--- src/hw/rtl/slfd_pkg.sv ---
// Shared types and constants for the sync/length frame deframer.
// No dependencies; imported by the top level and the checker.
package slfd_pkg;

  localparam int unsigned BYTE_W      = 8;
  localparam int unsigned FRAME_LEN_W = 32;
  localparam int unsigned CFG_IDX_W   = 2;
  localparam int unsigned CFG_DATA_W  = 32;

  localparam int unsigned LENGTH_BYTES_DEF = 4;

  localparam logic [BYTE_W-1:0]      FIRST_SYNC_RST  = 8'hAA;
  localparam logic [BYTE_W-1:0]      SECOND_SYNC_RST = 8'h55;
  localparam logic [FRAME_LEN_W-1:0] MAX_FRAME_RST   = 32'(128 * 1024);

  typedef enum logic [1:0] {
    PH_HUNT0 = 2'd0,
    PH_HUNT1 = 2'd1,
    PH_LEN   = 2'd2,
    PH_DATA  = 2'd3
  } phase_t;

  typedef enum logic {
    KIND_DATA   = 1'b0,
    KIND_REJECT = 1'b1
  } kind_t;

  typedef enum logic [CFG_IDX_W-1:0] {
    CFG_FIRST_SYNC  = 2'd0,
    CFG_SECOND_SYNC = 2'd1,
    CFG_MAX_FRAME   = 2'd2,
    CFG_UNUSED      = 2'd3
  } cfg_idx_t;

endpackage

--- src/hw/rtl/sync_length_frame_deframer_top.sv ---
// Two-byte sync, length-prefixed deframer: top level.
// Depends on slfd_pkg for types, register codes and reset values.

// One received byte is taken per request; a new request is taken in every
// cycle unless stalled. Each byte updates the hunt/length/payload state in
// the cycle it is accepted; a payload byte or a bad-length reject comes out
// of the output register in the next cycle. in_stall rises only while that
// output register holds a result that the sink is stalling, so throughput
// is one byte per cycle while out_stall is low. Sync and length bytes give
// no result. Register writes take effect on the next byte that uses them.
module sync_length_frame_deframer_top
  import slfd_pkg::*;
#(
  parameter int unsigned LENGTH_BYTES = LENGTH_BYTES_DEF
) (
  input  logic                   clk,
  input  logic                   rst_n,
  input  logic                   cfg_we,
  input  logic [CFG_IDX_W-1:0]   cfg_index,
  input  logic [CFG_DATA_W-1:0]  cfg_wdata,
  input  logic                   in_valid,
  output logic                   in_stall,
  input  logic [BYTE_W-1:0]      in_rx_byte,
  output logic                   out_valid,
  input  logic                   out_stall,
  output logic                   out_kind,
  output logic [BYTE_W-1:0]      out_payload_byte,
  output logic                   out_first_of_frame,
  output logic                   out_last_of_frame,
  output logic [FRAME_LEN_W-1:0] out_frame_length
);

  localparam int unsigned ASM_W = BYTE_W * LENGTH_BYTES;
  localparam int unsigned CNT_W = (LENGTH_BYTES > 1) ? $clog2(LENGTH_BYTES) : 1;
  localparam logic [CNT_W-1:0] LAST_POS = CNT_W'(LENGTH_BYTES - 1);

  // configuration
  logic [BYTE_W-1:0]      first_sync_r;
  logic [BYTE_W-1:0]      second_sync_r;
  logic [FRAME_LEN_W-1:0] max_frame_r;

  always_ff @(posedge clk) begin
    if (!rst_n) begin
      first_sync_r  <= FIRST_SYNC_RST;
      second_sync_r <= SECOND_SYNC_RST;
      max_frame_r   <= MAX_FRAME_RST;
    end else if (cfg_we) begin
      case (cfg_idx_t'(cfg_index))
        CFG_FIRST_SYNC:  first_sync_r  <= cfg_wdata[BYTE_W-1:0];
        CFG_SECOND_SYNC: second_sync_r <= cfg_wdata[BYTE_W-1:0];
        CFG_MAX_FRAME:   max_frame_r   <= cfg_wdata[FRAME_LEN_W-1:0];
        default: ;
      endcase
    end
  end

  // frame state
  phase_t                 phase_r, phase_nxt;
  logic [CNT_W-1:0]       len_pos_r, len_pos_nxt;
  logic [ASM_W-1:0]       asm_r, asm_nxt;
  logic [FRAME_LEN_W-1:0] pay_cnt_r, pay_cnt_nxt;

  // output register
  logic                   out_valid_r;
  kind_t                  out_kind_r;
  logic [BYTE_W-1:0]      out_byte_r;
  logic                   out_first_r;
  logic                   out_last_r;
  logic [FRAME_LEN_W-1:0] out_len_r;

  logic                   accept;
  logic                   res_valid;
  kind_t                  res_kind;
  logic [BYTE_W-1:0]      res_byte;
  logic                   res_first;
  logic                   res_last;
  logic [FRAME_LEN_W-1:0] res_len;

  logic [ASM_W-1:0]       asm_lane;
  logic [ASM_W-1:0]       asm_full;
  logic [FRAME_LEN_W-1:0] len_full;
  logic [FRAME_LEN_W-1:0] len_cur;
  logic [FRAME_LEN_W-1:0] cnt_inc;

  assign in_stall = out_valid_r && out_stall;
  assign accept   = in_valid && !in_stall;

  // drop the incoming byte into its lane of the length word
  always_comb begin
    asm_lane = '0;
    for (int i = 0; i < int'(LENGTH_BYTES); i++) begin
      if (len_pos_r == CNT_W'(i)) begin
        asm_lane[i*BYTE_W +: BYTE_W] = in_rx_byte;
      end
    end
  end

  assign asm_full = asm_r | asm_lane;
  assign len_full = FRAME_LEN_W'(asm_full);
  assign len_cur  = FRAME_LEN_W'(asm_r);
  assign cnt_inc  = pay_cnt_r + FRAME_LEN_W'(1);

  always_ff @(posedge clk) begin
    if (!rst_n) begin
      phase_r <= PH_HUNT0;
    end else begin
      phase_r <= phase_nxt;
    end
  end

  always_comb begin
    phase_nxt   = phase_r;
    len_pos_nxt = len_pos_r;
    asm_nxt     = asm_r;
    pay_cnt_nxt = pay_cnt_r;
    res_valid   = 1'b0;
    res_kind    = KIND_DATA;
    res_byte    = '0;
    res_first   = 1'b0;
    res_last    = 1'b0;
    res_len     = len_cur;
    if (accept) begin
      case (phase_r)
        PH_HUNT0: begin
          if (in_rx_byte == first_sync_r) phase_nxt = PH_HUNT1;
        end
        PH_HUNT1: begin
          // second sync wins over a repeated first sync
          if (in_rx_byte == second_sync_r) begin
            phase_nxt   = PH_LEN;
            len_pos_nxt = '0;
            asm_nxt     = '0;
          end else if (in_rx_byte != first_sync_r) begin
            phase_nxt = PH_HUNT0;
          end
        end
        PH_LEN: begin
          asm_nxt = asm_full;
          if (len_pos_r == LAST_POS) begin
            len_pos_nxt = '0;
            if (len_full == '0 || len_full > max_frame_r) begin
              phase_nxt = PH_HUNT0;
              res_valid = 1'b1;
              res_kind  = KIND_REJECT;
              res_len   = len_full;
            end else begin
              phase_nxt   = PH_DATA;
              pay_cnt_nxt = '0;
            end
          end else begin
            len_pos_nxt = len_pos_r + CNT_W'(1);
          end
        end
        PH_DATA: begin
          pay_cnt_nxt = cnt_inc;
          res_valid   = 1'b1;
          res_byte    = in_rx_byte;
          res_first   = (pay_cnt_r == '0);
          res_last    = (cnt_inc == len_cur);
          if (cnt_inc == len_cur) phase_nxt = PH_HUNT0;
        end
        default: phase_nxt = PH_HUNT0;
      endcase
    end
  end

  always_ff @(posedge clk) begin
    if (!rst_n) begin
      len_pos_r <= '0;
      asm_r     <= '0;
      pay_cnt_r <= '0;
    end else begin
      len_pos_r <= len_pos_nxt;
      asm_r     <= asm_nxt;
      pay_cnt_r <= pay_cnt_nxt;
    end
  end

  // hold a stalled result, load a new one whenever the slot frees up
  always_ff @(posedge clk) begin
    if (!rst_n) begin
      out_valid_r <= 1'b0;
    end else if (!out_valid_r || !out_stall) begin
      out_valid_r <= res_valid;
    end
  end

  always_ff @(posedge clk) begin
    if (res_valid) begin
      out_kind_r  <= res_kind;
      out_byte_r  <= res_byte;
      out_first_r <= res_first;
      out_last_r  <= res_last;
      out_len_r   <= res_len;
    end
  end

  assign out_valid          = out_valid_r;
  assign out_kind           = out_kind_r;
  assign out_payload_byte   = out_byte_r;
  assign out_first_of_frame = out_first_r;
  assign out_last_of_frame  = out_last_r;
  assign out_frame_length   = out_len_r;

endmodule

--- config.mk ---
export PLATFORM = sky130hd
export DESIGN_NAME = sync_length_frame_deframer_top
export DESIGN_NICKNAME = d
export VERILOG_FILES = /design/src/hw/rtl/slfd_pkg.sv /design/src/hw/rtl/sync_length_frame_deframer_top.sv
export SDC_FILE = /design/constraint.sdc
export NUM_CORES = 1
export LEC_CHECK = 0
export BUFFER_PORTS_ARGS = -buffer_cell sky130_fd_sc_hd__clkbuf_2
export CORE_MARGIN = 2
export CORE_UTILIZATION = 30
export CTS_CLUSTER_SIZE = 16
export DETAILED_ROUTE_END_ITERATION = 16
export GPL_ROUTABILITY_DRIVEN = 1
export MAX_ROUTING_LAYER = met4
export PLACE_DENSITY = 0.42
export SLEW_MARGIN = 20
export SYNTH_ARGS = -nofsm -noshare
export SYNTH_HDL_FRONTEND = slang
export SYNTH_SLANG_ARGS = --single-unit
--- constraint.sdc ---
create_clock -name clk -period 5.1 [get_ports clk]
set_input_delay 0.255 -clock clk [delete_from_list [all_inputs] [get_ports clk]]
set_output_delay 0.255 -clock clk [all_outputs]
set_load 0.01 [all_outputs]
## Word level (Yosys, flattened, before mapping)

Index checks and enable logic that the tools add are counted.

| storage, ports and cells | value |
|---|---|
| register bits | 160 |
| input port bits | 47 |
| output and inout port bits | 45 |
| logic and storage cells | 84 |

| cells by class | value |
|---|---|
| add/subtract/negate cells | 2 |
| order comparisons | 1 |
| eq/ne operators | 18 |
| mux-type cells | 27 |
| bitwise logic cells | 1 |
| reduce and logical (&&, ||, !) cells | 22 |

Operator list:

| operator | number |
|---|---|
| two-way mux 32 bit | 7 |
| one-hot mux 32 bit (2 select lines) | 2 |
| zero test 32 bit | 2 |
| adder 32 x 1 -> 32 bit (second input constant) | 1 |
| == test 32 bit | 1 |
| > comparator 32 bit | 1 |
| two-way mux 8 bit | 4 |
| OR 32 bit | 1 |
| == test 8 bit | 2 |
| two-way mux 2 bit | 8 |
| == test 2 bit (second input constant) | 5 |
| inequality test 2 bit (second input constant) | 5 |
| AND reduction 2 bit | 5 |
| inequality test 8 bit | 1 |
| one-hot mux 2 bit (4 select lines) | 1 |
| == test 2 x 1 -> 1 bit (second input constant) | 3 |
| zero test 2 bit | 3 |
| AND reduction 5 bit | 1 |
| one-hot mux 2 bit (2 select lines) | 1 |
| AND reduction 4 bit | 1 |
| nonzero test 2 bit | 2 |
| zero test 1 bit | 3 |
| two-way mux 1 bit | 3 |
| inequality test 3 bit (second input constant) | 1 |
| other kinds (5) | 7 |

## Depth between registers and ports, before layout

Gate-level depths: netlist of the first run.

| depth | value |
|---|---|
| depth in word-level cells | 9 |
| mapped depth | 14 |
| gate-level depth less buffers | 12 |

## Worst setup path before layout of the first run

OpenSTA, ideal clock, no wires.

| path | value |
|---|---|
| kind | reg2reg |
| start point | register len_pos_r[0] |
| end point | register out_first_r, in the netlist out_first_of_frame, enable pin |
| setup time | 405 ps |
| data arrival time | 3,598 ps |
| required time | 4,695 ps |
| slack | 1,097 ps |
| stages on the path, launching flop included | 14 |
| buffers on the path | 2 |
| period minus slack after synthesis | 4,003 ps |
| cell sequence | dfxtp_1 -> inv_1 -> ha_1 -> clkbuf_1 -> clkbuf_1 -> a21o_1 -> ha_1 -> nor2b_1 -> o211ai_1 -> a2111oi_0 -> nor3_1 -> o211a_1 -> o21ai_0 -> and2_1 |

| on the way | value |
|---|---|
| longest elaborated chain between the ends | 9 |
| elaborated cells between the ends (all ways) | 16 |
| classes of those cells | order compare: 1; eq/ne: 3; mux: 8; bitwise: 1; reduce/logical: 3 |

RTL lines:

| what | line | RTL |
|---|---|---|
| from (decl) | sync_length_frame_deframer_top.sv:59 | `logic [CNT_W-1:0] len_pos_r, len_pos_nxt;` |
| from (signal assigned) | sync_length_frame_deframer_top.sv:173 | `len_pos_r <= len_pos_nxt;` |
| == test 2 x 1 -> 1 bit (tied with other cells) | sync_length_frame_deframer_top.sv:92 | `if (len_pos_r == CNT_W'(i)) begin` |
| two-way mux 8 bit | sync_length_frame_deframer_top.sv:92 |  |
| OR 32 bit | sync_length_frame_deframer_top.sv:98 | `assign asm_full = asm_r \| asm_lane;` |
| > comparator 32 bit / zero test 32 bit (equally long branches) | sync_length_frame_deframer_top.sv:141 | `if (len_full == '0 \|\| len_full > max_frame_r) begin` |
| logical OR 1 bit | sync_length_frame_deframer_top.sv:141 |  |
| two-way mux 1 bit | sync_length_frame_deframer_top.sv:141 |  |
| two-way mux 1 bit (*) | sync_length_frame_deframer_top.sv:139 | `if (len_pos_r == LAST_POS) begin` |
| one-hot mux 1 bit (2 select lines) (*) | sync_length_frame_deframer_top.sv:123 | `case (phase_r)` |
| two-way mux 1 bit (*) | sync_length_frame_deframer_top.sv:122 | `if (accept) begin` |
| net res_valid | sync_length_frame_deframer_top.sv:72 | `logic res_valid;` |
| to (signal assigned) | sync_length_frame_deframer_top.sv:192 | `out_first_r <= res_first;` |
| to (decl) | sync_length_frame_deframer_top.sv:67 | `logic out_first_r;` |

Mark *: on every way through the listed nets, which the timed path passes. The rest lies on a longest branch.
A chain may end at the register's enable or synchronous reset.

## Final worst setup path of the first run

| path | value |
|---|---|
| start point | register len_pos_r[1] |
| end point | register out_last_r, in the netlist out_last_of_frame, enable pin |

| on the way | value |
|---|---|
| longest elaborated chain between the ends | 9 |
| elaborated cells between the ends (all ways) | 16 |
| classes of those cells | order compare: 1; eq/ne: 3; mux: 8; bitwise: 1; reduce/logical: 3 |

RTL lines:

| what | line | RTL |
|---|---|---|
| == test 2 x 1 -> 1 bit (tied with other cells) | sync_length_frame_deframer_top.sv:92 |  |
| two-way mux 8 bit | sync_length_frame_deframer_top.sv:92 |  |
| OR 32 bit | sync_length_frame_deframer_top.sv:98 |  |
| > comparator 32 bit / zero test 32 bit (equally long branches) | sync_length_frame_deframer_top.sv:141 |  |
| logical OR 1 bit | sync_length_frame_deframer_top.sv:141 |  |
| two-way mux 1 bit | sync_length_frame_deframer_top.sv:141 |  |
| two-way mux 1 bit (*) | sync_length_frame_deframer_top.sv:139 |  |
| one-hot mux 1 bit (2 select lines) (*) | sync_length_frame_deframer_top.sv:123 |  |
| two-way mux 1 bit (*) | sync_length_frame_deframer_top.sv:122 |  |
| net res_valid | sync_length_frame_deframer_top.sv:72 |  |
| to (signal assigned) | sync_length_frame_deframer_top.sv:193 | `out_last_r <= res_last;` |
| to (decl) | sync_length_frame_deframer_top.sv:68 | `logic out_last_r;` |

Marks and branches as above.

==> impl_metrics.env, run 1 <==
export IMPL_grt_pass1_vias=8170
export IMPL_ys_flop_type="dfxtp_1"
export IMPL_start_kind="flip-flop"
export IMPL_core_area_sq_mm=0.0304
export IMPL_ctsResizeCount=0
export IMPL_rows=64
export IMPL_min_path_cells=3
export IMPL_hp_start="cfg_wdata[19]"
export IMPL_endpoint_kind="flip-flop"
export IMPL_timing_final_ws_setup_ns=1.01
export IMPL_synth_most_common_cell="nand2_1"
export IMPL_min_period_ns=4.09
export IMPL_rsz0062_at_grt="no"
export IMPL_clkSinkCount=160
export IMPL_ir_worst_vdd_uv=202
export IMPL_grt_usage=0.210
export IMPL_critical_path_top_delay_family="simple AND/OR/NAND/NOR gates"
export IMPL_clk_latency_ns=0.45
export IMPL_cp_buffers_inverters=1
export IMPL_cts_setup_buffers=0
export IMPL_io_pins=92
export IMPL_min_period_over_period=0.802
export IMPL_cts_root_buffer="clkbuf_16"
export IMPL_syn_nets=1160
export IMPL_drv_slew=0
export IMPL_worstPathCellList="inv_1 > ha_1 > a21o_1 > ha_1 > nand4_1 > a2111oi_0 > nor3_1 > o211a_1 > o21ai_0 > and2_2"
export IMPL_area_growth_pct=13.4
export IMPL_synth_warnings=0
export IMPL_max_stage_delay_ns=0.90
export IMPL_synth_seq_cells=160
export IMPL_initial_core_util=0.303
export IMPL_leakagePower_uw=0.00405
export IMPL_max_clock_freq_ghz=0.244
export IMPL_dr_total_vias=8316
export IMPL_wire_per_inst_um=21.1
export IMPL_slowest_stage="and2_2"
export IMPL_die_height_um=179
export IMPL_die_area_sq_mm=0.0322
export IMPL_synth_top_cell_area_share=0.254
export IMPL_wl_mm=32.1
export IMPL_status="complete, no violations"
export IMPL_hold_path_end="max_frame_r[19]"
export IMPL_synth_cell_types=71
export IMPL_place_hpwl_mm=22.5
export IMPL_diodes=0
export IMPL_antenna_found_initial=0
export IMPL_io_buffers=91
export IMPL_r2r_start="len_pos_r[1]"
export IMPL_grt_overflow_total=0
export IMPL_grt_pass1_wl_mm=49.3
export IMPL_r2r_end="out_last_of_frame"
export IMPL_place_ws_ns=1.03
export IMPL_cp_max_fo=43
export IMPL_r2r_slack_ns=1.01
export IMPL_ys_async_sr_fraction=0
export IMPL_drive_gt1_frac=0.160
export IMPL_criticalPathCategory="flip-flop to flip-flop"
export IMPL_synth_cell_area_sq_mm=0.00923
export IMPL_worstPathRequired_ns=5.16
export IMPL_clock_skew_ns=0.0228
export IMPL_grt_max_degree=51
export IMPL_holdBufCountCts=0
export IMPL_crit_arrival_ns=4.16
export IMPL_avgViaCountPerCell=5.48
export IMPL_finalSetupViolCount=0
export IMPL_gp_congestion=0.876
export IMPL_maxCapViolations=0
export IMPL_drc=0
export IMPL_cts_buffers=17
export IMPL_reg2reg_depth=10
export IMPL_seq_area_frac_synth=0.394
export IMPL_cts_tree="yes"
export IMPL_synth_top_area_cell="dfxtp_1"
export IMPL_hp_class="input pin to flip-flop"
export IMPL_hold_viol_final=0
export IMPL_post_synth_inst_count=1075
export IMPL_h_tree_depth=4
export IMPL_clk_pin_slew_ns=0.08
export IMPL_relSlewSlack=0.264
export IMPL_tightest_slew_ns=1.10
export IMPL_ant_nets=0
export IMPL_cpMostUsedCell="ha_1"
export IMPL_synth_area_leaders="dfxtp_1 25%, edfxtp_1 14%, nand2_1 5.6%"
export IMPL_setup_tns_ns=0
export IMPL_drt_initial_drc_count=629
export IMPL_nNetsFinal=1194
export IMPL_clockBufferDepth=2
export IMPL_die_w_um=179
export IMPL_netlist_top_cells_count="138 x nand2_1, 117 x dfxtp_1, 74 x a21oi_1"
export IMPL_powerDensity_mw_per_mm2=267
export IMPL_avgSynthCellArea_sq_um=8.58
export IMPL_first_pass_iters=4
export IMPL_synth_edf_count=43
flip-flops by register name, summed over array words and instances (netlist names):
| signal | flops |
|---|---|
| asm_r | 32 |
| first_sync_r | 8 |
| len_pos_r | 2 |
| max_frame_r | 32 |
| out_first_of_frame | 1 |
| out_frame_length | 32 |
| out_kind | 1 |
| out_last_of_frame | 1 |
| out_payload_byte | 8 |
| out_valid | 1 |
| pay_cnt_r | 32 |
| phase_r | 2 |
| second_sync_r | 8 |
layout make-up:
class,instances,area (sq um)
clock buffer,19,454
clock inverter,13,139
fill,3246,20000
inverter,47,176
multi-input combinational,778,5000
sequential,160,3630
tap,396,495
timing repair buffer,105,561
cell families after synthesis:
kind of cell,synth area share
AO/OA/AOI/OAI,0.212
XOR/XNOR,0.0541
adder cells (fa/ha/maj),0.0515
buffers and inverters,0.0643
flip-flops,0.394
multiplexers,0.00977
AND/OR/NAND/NOR,0.215
tightest hold or removal path, stage by stage:
cell and delay [ns]:
clkbuf_2 0.08, nand2_1 0.05, a21oi_1 0.05
placed cells by master (no fill, tap or decap), drive strengths merged, types with 17 or more instances in the layout:
cell type / instances
a21o: 43
a21oi: 74
a22oi: 33
a31o: 27
a31oi: 20
and3: 17
clkbuf: 110
dfxtp: 117
edfxtp: 43
ha: 38
inv: 56
nand2: 138
nand3: 32
nand4: 32
nor2: 63
nor3: 19
nor4: 35
o21ai: 35
xnor2: 32
xor2: 25
worst max path at each step:
| stage | to | slack [ns] | start | depth (start not counted) |
|---|---|---|---|---|
| after floorplan | out_first_of_frame | 1.10 | len_pos_r[0] | 13 |
| after global placement | out_first_of_frame | 1.11 | len_pos_r[0] | 12 |
| after detailed placement | out_last_of_frame | 1.03 | len_pos_r[1] | 10 |
| after CTS | out_frame_length[14] | 1.01 | len_pos_r[1] | 10 |
| after global routing | out_frame_length[14] | 0.77 | len_pos_r[0] | 12 |
| final | out_last_of_frame | 1.01 | len_pos_r[1] | 10 |
layer usage:
layer,track usage,vias to the layer above,share of wire
met5,-,-,0
met4,0.0628,0,0.021
met3,0.0316,50,0.041
met2,0.328,222,0.46
met1,0.282,4024,0.48
li1,-,4020,-
metrics by stage:
step | util | cell area, sq um | hold slack [ns] | power (uW) | instances
global route | 0.344 | 10500 | 0.0263 | 2880 | 1518
CTS | 0.344 | 10500 | 0.00990 | 2810 | 1518
floorplan | - | 9230 | 0.379 | 1430 | 1075
finish | 0.344 | 10500 | 0.0155 | 2790 | 1518
global placement | 0.324 | 9870 | 0.445 | 1490 | 1486
detailed placement | 0.324 | 9870 | 0.447 | 1490 | 1486
where the power goes:
group | switching, uW | internal, uW | leakage [uW] | total (uW)
logic | 97.2 | 49.1 | 0.00252 | 146
registers | 7.98 | 1310 | 0.00124 | 1320
clock network | 645 | 685 | 0.000293 | 1330
total | 750 | 2040 | 0.00405 | 2790
(Power assumes the default switching activity.)
==> inputs of run 2 (changes only) <==
--- a/config.mk
+++ b/config.mk
@@ -12,7 +12,7 @@
 export DETAILED_ROUTE_END_ITERATION = 16
 export GPL_ROUTABILITY_DRIVEN = 1
 export MAX_ROUTING_LAYER = met4
-export PLACE_DENSITY = 0.42
+export PLACE_DENSITY = 0.44
 export SLEW_MARGIN = 20
 export SYNTH_ARGS = -nofsm -noshare
 export SYNTH_HDL_FRONTEND = slang
==> constraint.sdc (replaced) <==
create_clock -name clk -period 3.3 [get_ports clk]
set_input_delay 0.165 -clock clk [delete_from_list [all_inputs] [get_ports clk]]
set_output_delay 0.165 -clock clk [all_outputs]
set_load 0.01 [all_outputs]
==> impl_metrics.env, run 2 (same netlist as run 1, synthesis figures left out) <==
export IMPL_status="complete, no violations"
export IMPL_wire_per_inst_um=20.0
export IMPL_worstPathCellList="inv_2 > ha_4 > buf_4 > a21o_1 > ha_1 > nand4_1 > buf_4 > a2111oi_2 > nor3_2 > o211a_1 > buf_4 > o21ai_4 > buf_12 > and2_4"
export IMPL_hold_path_end="max_frame_r[5]"
export IMPL_hp_class="input pin to flip-flop"
export IMPL_nFillCells=3168
export IMPL_ir_worst_vdd_uv=314
export IMPL_clock_skew_ns=0.00940
export IMPL_relSlewSlack=0.401
export IMPL_antenna_found_initial=0
export IMPL_final_cell_mix="137 x nand2_1, 125 x buf_4, 114 x dfxtp_1, 93 x clkbuf_2, 74 x a21oi_1"
export IMPL_max_stage_delay_ns=0.33
export IMPL_cts_root_buffer="clkbuf_16"
export IMPL_diodes=0
export IMPL_leakagePower_uw=0.00485
export IMPL_clk_latency_ns=0.44
export IMPL_io_buffers=91
export IMPL_h_tree_depth=4
export IMPL_criticalPathCategory="flip-flop to flip-flop"
export IMPL_hp_start="cfg_wdata[5]"
export IMPL_slowest_stage="dfxtp_2"
export IMPL_crit_arrival_ns=3.32
export IMPL_start_kind="flip-flop"
export IMPL_stdcell_area_sq_mm=0.0119
export IMPL_cp_buffers_inverters=5
export IMPL_reg2reg_depth=14
export IMPL_finalSetupViolCount=0
export IMPL_core_area_sq_mm=0.0304
export IMPL_cts_tree="yes"
export IMPL_die_area_sq_mm=0.0322
export IMPL_clkSinkCount=160
export IMPL_wl_met1_mm=15.6
export IMPL_min_period_over_period=0.966
export IMPL_initial_core_util=0.303
export IMPL_total_power_uw=4370
export IMPL_avgViaCountPerCell=5.34
export IMPL_crit_cells=14
export IMPL_cp_max_fo=8
export IMPL_hold_viol_final=0
export IMPL_area_growth_pct=28.7
export IMPL_clockBufferDepth=2
export IMPL_dr_total_vias=8919
export IMPL_final_util=0.390
export IMPL_placed_area_sq_mm=0.0107
export IMPL_maxCapViolations=0
export IMPL_clk_pin_slew_ns=0.06
export IMPL_grt_usage=0.216
export IMPL_max_clock_freq_ghz=0.314
export IMPL_ant_nets=0
export IMPL_drt_initial_drc_count=663
export IMPL_topRoutingLayerUsed="met4"
export IMPL_r2r_start="len_pos_r[1]"
export IMPL_critical_path_top_delay_family="compound AO/OA/AOI/OAI gates"
export IMPL_worstPathRequired_ns=3.44
export IMPL_min_period_ns=3.19
export IMPL_hold_ws_ns=0.0251
export IMPL_grt_pass1_vias=8565
export IMPL_setup_tns_ns=0
export IMPL_final_common_cell="nand2_1"
export IMPL_wl_met3_mm=1.35
export IMPL_cts_buffers=17
export IMPL_place_hpwl_mm=24.1
export IMPL_drc=0
export IMPL_gp_congestion=0.869
export IMPL_rsz0062_at_grt="yes"
export IMPL_cpMostUsedCell="buf_4"
export IMPL_drive_gt1_frac=0.254
export IMPL_first_pass_iters=5
export IMPL_rows=64
export IMPL_nNetsFinal=1347
export IMPL_die_height_um=179
export IMPL_drv_slew=0
export IMPL_route_met2_wl_mm=15.8
export IMPL_r2r_slack_ns=0.11
export IMPL_endpoint_kind="flip-flop"
export IMPL_io_pins=92
export IMPL_wl_mm=33.4
export IMPL_tightest_slew_ns=0.898
export IMPL_r2r_end="out_frame_length[8]"
export IMPL_grt_pass1_wl_mm=50.6
export IMPL_grt_overflow_total=0
export IMPL_grt_max_degree=74
export IMPL_powerDensity_mw_per_mm2=368
export IMPL_die_w_um=179
export IMPL_min_path_cells=3
==> run 2: power breakdown <==
group | switching (uW) | total [uW] | internal [uW]
registers | 11.8 | 2040 | 2020
clock network | 849 | 2040 | 1190
logic | 165 | 291 | 126
total | 1030 | 4370 | 3340
==> run 2: per-stage QoR <==
| stage | worst slack [ns] | std cells |
|---|---|---|
| detailed placement | -0.181 | 1593 |
| global route | -0.00730 | 1671 |
| global placement | -0.152 | 1593 |
| finish | 0.114 | 1671 |
| floorplan | 0.0114 | 1075 |
| CTS | 0.0229 | 1657 |
==> run 2: final cells by class <==
cell class | instances | area [sq um] | area share
clock buffer | 25 | 529 | 0.0446
clock inverter | 7 | 71.3 | 0.00601
inverter | 47 | 176 | 0.0149
multi-input combinational | 785 | 5160 | 0.435
sequential | 160 | 3640 | 0.306
tap | 396 | 495 | 0.0417
timing repair buffer | 251 | 1800 | 0.152
==> run 2: per-layer routing <==
| layer | vias to the layer above | GRT usage |
|---|---|---|
| met1 | 4328 | 0.287 |
| met5 | - | - |
| met2 | 236 | 0.344 |
| met3 | 38 | 0.0266 |
| met4 | 0 | 0.0635 |
| li1 | 4317 | - |
==> run 2: worst max-delay path by stage <==
stage | from | to | slack [ns]
floorplan | len_pos_r[0] | out_first_of_frame | 0.01
global placement | len_pos_r[0] | out_last_of_frame | -0.15
global route | len_pos_r[0] | out_frame_length[17] | -0.007
finish | len_pos_r[1] | out_frame_length[8] | 0.11
CTS | len_pos_r[0] | out_frame_length[29] | 0.02
detailed placement | len_pos_r[1] | out_last_of_frame | -0.18
==> run 2: timing repair <==
item,in CTS,in global routing
cloned,3,4
pin swaps,1,10
endpoints found under the setup margin,82,103
hold endpoints to repair,35,0
hold buffers,29,0
setup buffers,0,10
resized for setup,15,15
==> run 2: worst min-delay path, stage by stage <==
cell	delay, ns
clkbuf_2	0.13
nand2_1	0.07
a21oi_1	0.05
